## src/hw/rtl/lr_pkg.sv

```systemverilog
package lr_pkg;

	// coordinate and datapath widths
	localparam int COORD_BITS     = 12;
	localparam int OUT_COORD_BITS = 12;
	localparam int ERR_BITS       = COORD_BITS + 3;
	localparam int CNT_BITS       = COORD_BITS + 1;
	localparam int WIDTH_BITS     = 13;
	localparam int PROD_BITS      = COORD_BITS + WIDTH_BITS;
	localparam int OFFSET_BITS    = 26;
	localparam int COLOR_BITS     = 32;

	// request modes
	localparam logic MODE_START = 1'b0;
	localparam logic MODE_STEP  = 1'b1;

	localparam logic [WIDTH_BITS-1:0] ROW_WIDTH_RESET = WIDTH_BITS'(1024);

	typedef logic [COORD_BITS-1:0] coord_t;

	// pixel from the walker, before address generation
	typedef struct packed {
		logic                  valid;
		coord_t                x;
		coord_t                y;
		logic [COLOR_BITS-1:0] color;
		logic                  last;
	} pixel_t;

	// finished result
	typedef struct packed {
		logic                      valid;
		logic [OUT_COORD_BITS-1:0] x;
		logic [OUT_COORD_BITS-1:0] y;
		logic [OFFSET_BITS-1:0]    offset;
		logic [COLOR_BITS-1:0]     color;
		logic                      last;
	} result_t;

	// one unit step along an axis, wrapping
	function automatic coord_t step_coord(input coord_t v, input logic neg);
		step_coord = neg ? v - coord_t'(1) : v + coord_t'(1);
	endfunction

endpackage

```

## src/hw/rtl/lr_front.sv

```systemverilog
module lr_front (
	input  logic                                clk,
	input  logic                                arst_n,
	input  logic                                accept,
	input  logic                                mode,
	input  logic [11:0]                         start_x,
	input  logic [11:0]                         start_y,
	input  logic [11:0]                         end_x,
	input  logic [11:0]                         end_y,
	input  logic [lr_pkg::COLOR_BITS-1:0]       pixel_color,
	output lr_pkg::pixel_t                      pix
);
	import lr_pkg::*;

	coord_t                       cur_x_q, cur_y_q;
	logic signed [ERR_BITS-1:0]   err_q;
	logic [CNT_BITS-1:0]          left_q;
	coord_t                       major_q, minor_q;
	logic                         ymaj_q, neg_x_q, neg_y_q, busy_q;
	logic [COLOR_BITS-1:0]        color_q;

	coord_t                       bx, by, ex, ey, adx, ady, maj, mnr;
	logic                         nx_neg, ny_neg, ymaj;
	logic signed [ERR_BITS-1:0]   e_sub, e_next;
	logic                         minor_take;
	coord_t                       xs, ys, nx, ny;
	logic [CNT_BITS-1:0]          left_next;

	// line setup: deltas, directions and major axis
	always_comb begin
		bx     = coord_t'(start_x);
		by     = coord_t'(start_y);
		ex     = coord_t'(end_x);
		ey     = coord_t'(end_y);
		nx_neg = ex < bx;
		ny_neg = ey < by;
		adx    = nx_neg ? bx - ex : ex - bx;
		ady    = ny_neg ? by - ey : ey - by;
		ymaj   = adx < ady;
		maj    = ymaj ? ady : adx;
		mnr    = ymaj ? adx : ady;
	end

	// one walk step: error update and axis moves
	always_comb begin
		e_sub      = err_q - $signed(ERR_BITS'({minor_q, 1'b0}));
		minor_take = e_sub[ERR_BITS-1] || (e_sub == '0);
		e_next     = minor_take ? e_sub + $signed(ERR_BITS'({major_q, 1'b0})) : e_sub;
		xs         = step_coord(cur_x_q, neg_x_q);
		ys         = step_coord(cur_y_q, neg_y_q);
		nx         = (ymaj_q && !minor_take) ? cur_x_q : xs;
		ny         = (!ymaj_q && !minor_take) ? cur_y_q : ys;
		left_next  = left_q - CNT_BITS'(1);
	end

	// classify the request into the emitted pixel
	always_comb begin
		pix = '0;
		if (mode == MODE_START) begin
			pix.valid = 1'b1;
			pix.x     = bx;
			pix.y     = by;
			pix.color = pixel_color;
			pix.last  = (maj == '0);
		end else if (busy_q) begin
			pix.valid = 1'b1;
			pix.x     = nx;
			pix.y     = ny;
			pix.color = color_q;
			pix.last  = (left_next == '0);
		end
	end

	// walk state
	always_ff @(posedge clk or negedge arst_n) begin
		if (!arst_n) begin
			cur_x_q <= '0;
			cur_y_q <= '0;
			err_q   <= '0;
			left_q  <= '0;
			major_q <= '0;
			minor_q <= '0;
			ymaj_q  <= 1'b0;
			neg_x_q <= 1'b0;
			neg_y_q <= 1'b0;
			color_q <= '0;
			busy_q  <= 1'b0;
		end else if (accept) begin
			if (mode == MODE_START) begin
				cur_x_q <= bx;
				cur_y_q <= by;
				err_q   <= $signed(ERR_BITS'(maj));
				left_q  <= CNT_BITS'(maj);
				major_q <= maj;
				minor_q <= mnr;
				ymaj_q  <= ymaj;
				neg_x_q <= nx_neg;
				neg_y_q <= ny_neg;
				color_q <= pixel_color;
				busy_q  <= (maj != '0);
			end else if (busy_q) begin
				cur_x_q <= nx;
				cur_y_q <= ny;
				err_q   <= e_next;
				left_q  <= left_next;
				busy_q  <= (left_next != '0);
			end
		end
	end

endmodule

```

## src/hw/rtl/lr_pix_fifo.sv

```systemverilog
module lr_pix_fifo (
	input  logic           clk,
	input  logic           arst_n,
	input  logic           wr_en,
	input  lr_pkg::pixel_t wr_data,
	output logic           full,
	input  logic           rd_en,
	output lr_pkg::pixel_t rd_data,
	output logic           empty
);
	import lr_pkg::*;

	pixel_t     mem_q [4];
	logic [1:0] wr_ptr_q, rd_ptr_q;
	logic [2:0] count_q;

	assign full    = (count_q == 3'd4);
	assign empty   = (count_q == 3'd0);
	assign rd_data = mem_q[rd_ptr_q];

	// storage
	always_ff @(posedge clk) begin
		if (wr_en) begin
			mem_q[wr_ptr_q] <= wr_data;
		end
	end

	// pointers and fill count
	always_ff @(posedge clk or negedge arst_n) begin
		if (!arst_n) begin
			wr_ptr_q <= '0;
			rd_ptr_q <= '0;
			count_q  <= '0;
		end else begin
			if (wr_en) wr_ptr_q <= wr_ptr_q + 2'd1;
			if (rd_en) rd_ptr_q <= rd_ptr_q + 2'd1;
			count_q <= count_q + 3'(wr_en) - 3'(rd_en);
		end
	end

endmodule

```

## src/hw/rtl/lr_back.sv

```systemverilog
module lr_back (
	input  logic                           clk,
	input  logic                           arst_n,
	input  logic [lr_pkg::WIDTH_BITS-1:0]  row_width,
	input  lr_pkg::pixel_t                 head,
	input  logic                           head_empty,
	output logic                           head_pop,
	input  logic                           pop,
	output lr_pkg::result_t                res,
	output logic                           empty
);
	import lr_pkg::*;

	pixel_t                 pix_s1;
	logic [PROD_BITS-1:0]   prod_s1;
	logic                   valid_s1;
	logic                   s1_ready;

	result_t                buf_q [2];
	logic                   wr_ptr_q, rd_ptr_q;
	logic [1:0]             count_q;
	logic                   buf_full, buf_wr, buf_rd;
	logic [PROD_BITS:0]     addr_sum;
	result_t                res_new;

	assign buf_full = (count_q == 2'd2);
	assign empty    = (count_q == 2'd0);
	assign s1_ready = !valid_s1 || !buf_full;
	assign head_pop = !head_empty && s1_ready;
	assign buf_wr   = valid_s1 && !buf_full;
	assign buf_rd   = pop && !empty;
	assign res      = buf_q[rd_ptr_q];

	// row multiply stage
	always_ff @(posedge clk) begin
		if (head_pop) begin
			pix_s1  <= head;
			prod_s1 <= PROD_BITS'(head.y * row_width);
		end
	end

	always_ff @(posedge clk or negedge arst_n) begin
		if (!arst_n) begin
			valid_s1 <= 1'b0;
		end else if (s1_ready) begin
			valid_s1 <= head_pop;
		end
	end

	// pixel index plus column, scaled to bytes
	always_comb begin
		addr_sum       = (PROD_BITS+1)'(prod_s1) + (PROD_BITS+1)'(pix_s1.x);
		res_new.valid  = pix_s1.valid;
		res_new.x      = OUT_COORD_BITS'(pix_s1.x);
		res_new.y      = OUT_COORD_BITS'(pix_s1.y);
		res_new.offset = OFFSET_BITS'({addr_sum, 2'b00});
		res_new.color  = pix_s1.color;
		res_new.last   = pix_s1.last;
	end

	// result buffer
	always_ff @(posedge clk) begin
		if (buf_wr) begin
			buf_q[wr_ptr_q] <= res_new;
		end
	end

	always_ff @(posedge clk or negedge arst_n) begin
		if (!arst_n) begin
			wr_ptr_q <= 1'b0;
			rd_ptr_q <= 1'b0;
			count_q  <= '0;
		end else begin
			if (buf_wr) wr_ptr_q <= !wr_ptr_q;
			if (buf_rd) rd_ptr_q <= !rd_ptr_q;
			count_q <= count_q + 2'(buf_wr) - 2'(buf_rd);
		end
	end

endmodule

```

## src/hw/rtl/line_rasterizer_core.sv

```systemverilog
// Bresenham line rasterizer for a 4-byte-per-pixel frame buffer. A start request (mode 0)
// loads both endpoints and the color and returns the first pixel; each step request (mode 1)
// returns the next pixel along the major axis, with last set on the final one. A step while
// no line is active returns an all-zero result with pixel_valid low. One request is accepted
// per clock while the 4-entry queue is not full; per pixel the walker does a subtract,
// a compare and a conditional add on the error term. The byte offset 4*(y*row_width + x) is
// formed behind the queue by one multiply stage and one add, and results wait in a 2-entry
// buffer for pop. row_width may be written only while no requests are in flight.
module line_rasterizer_core (
	input  logic        clk,
	input  logic        arst_n,
	input  logic        push,
	output logic        full,
	input  logic        mode,
	input  logic [11:0] start_x,
	input  logic [11:0] start_y,
	input  logic [11:0] end_x,
	input  logic [11:0] end_y,
	input  logic [31:0] pixel_color,
	output logic        empty,
	input  logic        pop,
	output logic        pixel_valid,
	output logic [11:0] pixel_x,
	output logic [11:0] pixel_y,
	output logic [25:0] byte_offset,
	output logic [31:0] out_color,
	output logic        last,
	input  logic        cfg_valid,
	output logic        cfg_ready,
	input  logic [12:0] row_width
);
	import lr_pkg::*;

	logic                  accept;
	logic                  mid_full, mid_empty, mid_pop;
	pixel_t                front_pix, mid_head;
	result_t               res;
	logic [WIDTH_BITS-1:0] row_width_q;

	assign full      = mid_full;
	assign accept    = push && !mid_full;
	assign cfg_ready = 1'b1;

	// row stride register
	always_ff @(posedge clk or negedge arst_n) begin
		if (!arst_n) begin
			row_width_q <= ROW_WIDTH_RESET;
		end else if (cfg_valid && cfg_ready) begin
			row_width_q <= row_width;
		end
	end

	lr_front u_front (
		.clk         (clk),
		.arst_n      (arst_n),
		.accept      (accept),
		.mode        (mode),
		.start_x     (start_x),
		.start_y     (start_y),
		.end_x       (end_x),
		.end_y       (end_y),
		.pixel_color (pixel_color),
		.pix         (front_pix)
	);

	lr_pix_fifo u_mid_fifo (
		.clk     (clk),
		.arst_n  (arst_n),
		.wr_en   (accept),
		.wr_data (front_pix),
		.full    (mid_full),
		.rd_en   (mid_pop),
		.rd_data (mid_head),
		.empty   (mid_empty)
	);

	lr_back u_back (
		.clk        (clk),
		.arst_n     (arst_n),
		.row_width  (row_width_q),
		.head       (mid_head),
		.head_empty (mid_empty),
		.head_pop   (mid_pop),
		.pop        (pop),
		.res        (res),
		.empty      (empty)
	);

	// result ports
	assign pixel_valid = res.valid;
	assign pixel_x     = res.x;
	assign pixel_y     = res.y;
	assign byte_offset = res.offset;
	assign out_color   = res.color;
	assign last        = res.last;

	// an idle step result carries nothing
	a_idle_zero: assert property (@(posedge clk) disable iff (!arst_n)
		(!empty && !pixel_valid) |-> (pixel_x == '0 && pixel_y == '0 &&
			byte_offset == '0 && out_color == '0 && !last))
		else $error("idle step result not all zero");

	// offsets are always pixel aligned
	a_offset_align: assert property (@(posedge clk) disable iff (!arst_n)
		!empty |-> (byte_offset[1:0] == 2'b00))
		else $error("byte offset not pixel aligned");

	// the back end never drains an empty queue
	a_mid_pop: assert property (@(posedge clk) disable iff (!arst_n)
		mid_pop |-> !mid_empty)
		else $error("pop from empty internal queue");

	// a request taken into a full queue would be lost
	a_mid_push: assert property (@(posedge clk) disable iff (!arst_n)
		accept |-> !mid_full)
		else $error("push into full internal queue");

endmodule
```

## config.mk

```make
export PLATFORM = sky130hd
export DESIGN_NAME = line_rasterizer_core
export DESIGN_NICKNAME = d
export VERILOG_FILES = /design/src/hw/rtl/lr_pkg.sv /design/src/hw/rtl/lr_front.sv /design/src/hw/rtl/lr_pix_fifo.sv /design/src/hw/rtl/lr_back.sv /design/src/hw/rtl/line_rasterizer_core.sv
export SDC_FILE = /design/constraint.sdc
export NUM_CORES = 1
export LEC_CHECK = 0
export ABC_AREA = 0
export CORE_ASPECT_RATIO = 0.75
export CORE_MARGIN = 2
export CORE_UTILIZATION = 46
export DETAILED_ROUTE_END_ITERATION = 8
export DONT_BUFFER_PORTS = 1
export SETUP_SLACK_MARGIN = 0.1
export SYNTH_ARGS = -nofsm -noshare
export SYNTH_HDL_FRONTEND = slang
export SYNTH_SLANG_ARGS = --single-unit
```

## constraint.sdc

```tcl
create_clock -name clk -period 7.4 [get_ports clk]
set_clock_uncertainty 0.1 [all_clocks]
set_input_delay 1.11 -clock clk [delete_from_list [all_inputs] [get_ports clk]]
set_output_delay 1.11 -clock clk [all_outputs]
set_load 0.005 [all_outputs]
```

After elaboration in Yosys (flattened, before gate mapping)
Memories as Yosys holds them, arrays and structs flattened.
Cells that the tools add are included.

cells by class
  add/subtract/negate cells = 18
  multiply operators = 1
  $lt $le $gt $ge = 3
  equal/unequal tests = 3
  muxes and demuxes = 25
  bitwise gates (word level) = 1
  reductions and logical operators = 26

operators with widths
  kind                   number
  $mux 12                12
  $mux 58                2
  $sub 12x12->12         4
  $mux 15                3
  $lt 12x12->1           3
  $mux 13                2
  $add 12x1->12 const B  2
  $add 24x12->24         1
  $mul 12x13->24         1
  $sub 12x1->12 const B  2
  $add 15x14->15         1
  $logic_not 15->1       1
  $sub 15x14->15         1
  $logic_not 13->1       1
  $reduce_bool 13->1     1
  $sub 13x1->13 const B  1
  $logic_not 12->1       1
  $reduce_bool 12->1     1
  $logic_not 1->1        9
  $logic_and 1x1->1      6
  $mux 1                 6
  $add 2x1->2 const B    2
  $reduce_and 2->1       2
  $add 3x1->3            1
  10 further kinds       11

word-level totals
  flip-flop bits (word level) = 219
  RAM bits = 396
  output and inout bits = 87
  logic and storage cells = 104
  memories kept = 2

memories
  name              words  width  rd ports  clocked after memory_dff  wr ports  line               RTL
  u_mid_fifo.mem_q  4      58     1         0                         1         lr_pix_fifo.sv:13  pixel_t mem_q [4];
  u_back.buf_q      2      82     1         0                         1         lr_back.sv:19      result_t buf_q [2];

Logic depth before layout (Yosys ltp)
  word-level depth = 8
  depth in mapped cells = 24

Cells and area by module
From an unflattened synthesis, not the netlist that was laid out.

second synthesis, totals
  cells, all modules = 2835
  area, all modules = 34699.5 µm²

by module, submodules not included
  module                instances  cells an instance  area an instance (µm²)  seq. area each (µm²)
  lr_back               1          1060               14315.0                 7512.2
  lr_front              1          1407               11018.1                 2802.7
  lr_pix_fifo           1          338                8827.2                  7141.8
  line_rasterizer_core  1          30                 539.3                   326.6

Worst setup path before layout
Ideal clock, no wire load.

  path kind = flip-flop to flip-flop
  start point = register u_back.count_q[1]
  end point = register u_mid_fifo.count_q[2]
  library setup time = 0.123 ns
  arrival time = 6.714 ns
  required time = 7.177 ns
  slack = 0.463 ns
  stages on the path, launching flop included = 9
  path buffers = 0
  clock period less this slack = 6.937 ns
  cells stage by stage = dfrtp_1 > a31oi_1 > ha_1 > inv_1 > ha_1 > inv_1 > fa_1 > xnor2_1 > xnor2_1

on the way
  longest elaborated chain between the ends = 5

ends and longest elaborated chain
  what                    line                        RTL
  from (decl)             lr_back.sv:21               logic [1:0] count_q;
  from (signal assigned)  lr_back.sv:76               count_q <= count_q + 2'(buf_wr) - 2'(buf_rd);
  $eq 2x2->1              lr_back.sv:26               assign buf_full = (count_q == 2'd2);
  $logic_not 1->1         lr_back.sv:28               assign s1_ready = !valid_s1 || !buf_full;
  $logic_or 1x1->1        lr_back.sv:28
  $logic_and 1x1->1       lr_back.sv:29               assign head_pop = !head_empty && s1_ready;
  via mid_pop             line_rasterizer_core.sv:35  logic mid_full, mid_empty, mid_pop;
  $sub 3x1->3             lr_pix_fifo.sv:37           count_q <= count_q + 3'(wr_en) - 3'(rd_en);
  to (signal assigned)    lr_pix_fifo.sv:37
  to (decl)               lr_pix_fifo.sv:15           logic [2:0] count_q;

The timed path passes the listed nets, and every way through them passes these cells.
A chain may end at the register's enable or synchronous reset.

Final worst setup path
  start point = register u_mid_fifo.rd_ptr_q[0]
  end point = register u_back.prod_s1[22] (data pin)

on the way
  longest elaborated chain between the ends = 2

ends and longest elaborated chain
  what                    line               RTL
  from (decl)             lr_pix_fifo.sv:14  logic [1:0] wr_ptr_q, rd_ptr_q;
  from (signal assigned)  lr_pix_fifo.sv:36  if (rd_en) rd_ptr_q <= rd_ptr_q + 2'd1;
  $mem_v2 4x58            n/a
  $mul 12x13->24          lr_back.sv:38      prod_s1 <= PROD_BITS'(head.y * row_width);
  to (signal assigned)    lr_back.sv:38
  to (decl)               lr_back.sv:15      logic [PROD_BITS-1:0] prod_s1;

No other way between the ends.

==> results.py <==
metrics = {
    "timing": {
        "slew_violations": 0,
        "max_slew_margin": 0.0637,
        "hold_viol": 0,
        "layout_min_cycle_time_ns": 6.45,
        "hold_ws_ns": 0.0410,
        "finalSetupTns_ns": 0,
        "worst_pin_slew_ns": 1.40,
        "finalSetupViolations": 0,
        "max_freq_mhz": 155,
        "timing.final.crit_share": 0.872,
        "rsz0062_at_grt": "false",
    },
    "drt": {
        "avgViaCountPerCell": 5.74,
        "drtIter0Drc": 1598,
        "drc": 0,
        "ant_nets": 0,
        "drt_pre_antenna_iters": 6,
        "wirelength_mm": 85.5,
        "routedWlPerCell_um": 22.6,
        "vias": 21693,
    },
    "clock_tree": {
        "post_cts.repair.setup_buffers": 0,
        "insertion_delay_ns": 0.67,
        "cts.root.buffer_cell": "clkbuf_16",
        "cts_tree": "done",
        "cts.sinks": 615,
        "htreeDepth": 2,
        "cts_made_buffers": 61,
        "clkSlewWorstSetupHoldPaths_ns": 0.06,
        "cts_max_path_buffers": 3,
    },
    "logic_synthesis": {
        "synth_top_family_by_area": "adder cells",
        "synthesis.area_um2": 34200,
        "synth_top_cell_by_area": "edfxtp_1",
        "synth_mux_area_frac": 0.0776,
        "synthAdderAreaFrac": 0.137,
        "synth-xor-area-share": 0.0282,
        "synth_edf_count": 478,
        "ys_async_sr_fraction": 0.223,
        "avgSynthCellArea_um2": 12.3,
        "ys_ff_latch": 615,
        "yosysTopAreaCellShare": 0.420,
        "synth_compound_area_frac": 0.0889,
        "ys.flop_type": "edfxtp_1",
        "seq_area_frac_synth": 0.520,
        "syn_inst": 2790,
        "ys_types": 86,
        "ys_warn_count": 0,
        "synthTopCellsByArea": "edfxtp_1, dfrtp_1, fa_1, ha_1, mux4_2",
        "synth_simple_gate_area_frac": 0.104,
    },
    "finish": {
        "area_delta_synth_final_pct": 8.62,
        "drive_gt1_frac": 0.114,
        "nets": 3160,
        "nFillCells": 6335,
    },
    "worst_setup_path": {
        "slowest_stage": "mux4_2",
        "startpoint_type": "register",
        "cpPeakStageDelay_ns": 0.70,
        "endpoint_kind": "register",
        "cp_num_buf_inv": 5,
        "crit_type": "register to register",
        "path_max_fanout": 16,
        "cp_cell_sequence": "mux4_2 -> and2_1 -> fa_1 -> inv_1 -> fa_1 -> inv_1 -> fa_1 -> fa_1 -> inv_1 -> fa_1 -> inv_1 -> ha_1 -> and2_1 -> o21ai_0 -> inv_1 -> a41o_1 -> o211ai_1 -> nand2_1 -> o41a_1 -> xor2_1",
        "path_delay_family": "adder cells",
        "worstPathArrival_ns": 6.72,
        "cp.required_ns": 7.67,
    },
    "die": {
        "fp.dieW_um": 319,
        "initial_utilization": 0.465,
        "dieHeight_um": 240,
        "core-area_um2": 73500,
        "io_pins": 186,
        "rows": 86,
        "die-area_um2": 76600,
    },
    "global_route": {
        "grt.total_usage": 0.223,
        "grt_antenna_before_repair": 4,
        "grt_max_degree": 129,
        "grt_pass1_wl_mm": 131,
        "grt_pass1_vias": 21696,
        "gr-total-overflow": 0,
    },
    "placement": {
        "place.gp.congestion": 0.892,
        "dp_hpwl_mm": 59.1,
        "portBuffers": 0,
    },
    "run_status": {
        "status": "complete, no violations",
    },
    "hold_path": {
        "hold_class": "input port to async pin",
    },
    "run": {
        "cap_violations": 0,
    },
}
==> metrics by stage <==
stage               cells  worst slack, ns  utilization  cell area [µm²]
global route         3780            0.655        0.505            37100
detailed placement   3663            0.869        0.478            35100
floorplan            2791            0.463            -            34200
CTS                  3780            0.904        0.505            37100
finish               3782            0.950        0.505            37100
global placement     3663             1.01        0.478            35100
==> layout make-up <==
class	count	area, µm²	area share
flip-flops and latches	615	17800	0.479
multi-input cells	1789	15000	0.403
clock buffers	86	1680	0.0452
well taps	968	1210	0.0326
inverters	264	991	0.0267
clock inverters	30	302	0.00812
repair buffers	28	213	0.00573
diodes	2	5.00	0.000135
==> cell usage in the layout (no fill, tap or decap), types with 81 or more instances in the layout <==
cell,instances
a21oi_1,81
nor2_1,96
edfxtp_1,478
nand2_1,327
ha_1,183
o21ai_0,86
inv_1,262
fa_1,119
nor3_1,85
dfrtp_1,133
mux2_2,102
==> cell usage after synthesis, drive strengths merged, types with 12 or more instances <==
cell      n
a21oi    83
mux2    102
and2     66
o21a     15
mux2i    20
xor2     36
nor2     98
buf      32
clkbuf   91
nand2b   16
xnor2    74
inv     264
nor3     87
ha      183
edfxtp  478
and3     14
nand3    70
a31oi    14
fa      119
o22ai    26
dfrtp   136
nor2b    18
o21ai    87
a22o     33
a211oi   12
a21o     36
mux4     58
nand2   329
o211ai   39
==> flip-flops by register name, indices dropped and copies added, names as in the netlist, 13 cells and up <==
| register | flops |
|---|---|
| row_width_q | 13 |
| u_back.buf_q | 164 |
| u_back.pix_s1 | 58 |
| u_back.prod_s1 | 24 |
| u_front.color_q | 32 |
| u_front.err_q | 15 |
| u_front.left_q | 13 |
| u_mid_fifo.mem_q | 232 |
==> final timing paths <==
check | start | endpoint | slack (ns) | cells past startpoint
worst max-delay path | u_mid_fifo.rd_ptr_q[0] | u_back.prod_s1[22] | 0.95 | 20
worst min-delay path | arst_n | u_front.cur_x_q[4] | 0.04 | 0
worst max register to register | u_mid_fifo.rd_ptr_q[0] | u_back.prod_s1[22] | 0.95 | 20
min in group clk | u_back.pix_s1[21] | u_back.buf_q[0][21] | 0.34 | 0
worst min register to register | u_back.pix_s1[21] | u_back.buf_q[0][21] | 0.34 | 0
max in group asynchronous | arst_n | u_front.color_q[1] | 5.83 | 1
==> timing repair <==
item                                    CTS  global route
endpoints found under the hold margin    10             0
hold buffers                              1             0
resized for setup                         0             0
endpoints found under the setup margin    0             0
==> cells by family (layout without fill, tap and decap cells) <==
| kind of cell | after synthesis | count (layout) |
|---|---|---|
| and+or+nand+nor | 755 | 755 |
| xor gates and xnor gates | 110 | 110 |
| DFF | 615 | 615 |
| other | 2 | 5 |
| muxes | 180 | 180 |
| buffers and inverters | 387 | 408 |
| adders and majority gates | 302 | 302 |
| AOI/OAI and AO/OA | 439 | 439 |
==> layer usage <==
layer / part of all wire / GRT usage / vias up / wire length [µm]
li1: - / - / 9932 / -
met1: 0.45 / 0.322 / 10920 / 38900
met2: 0.45 / 0.350 / 736 / 38300
met3: 0.080 / 0.0469 / 103 / 6820
met4: 0.018 / 0.0497 / 2 / 1500
met5: 0.00013 / 0 / - / 11
Power is not shown: default switching activity piles up to over one toggle a cycle in this logic, so the estimate is an artifact.
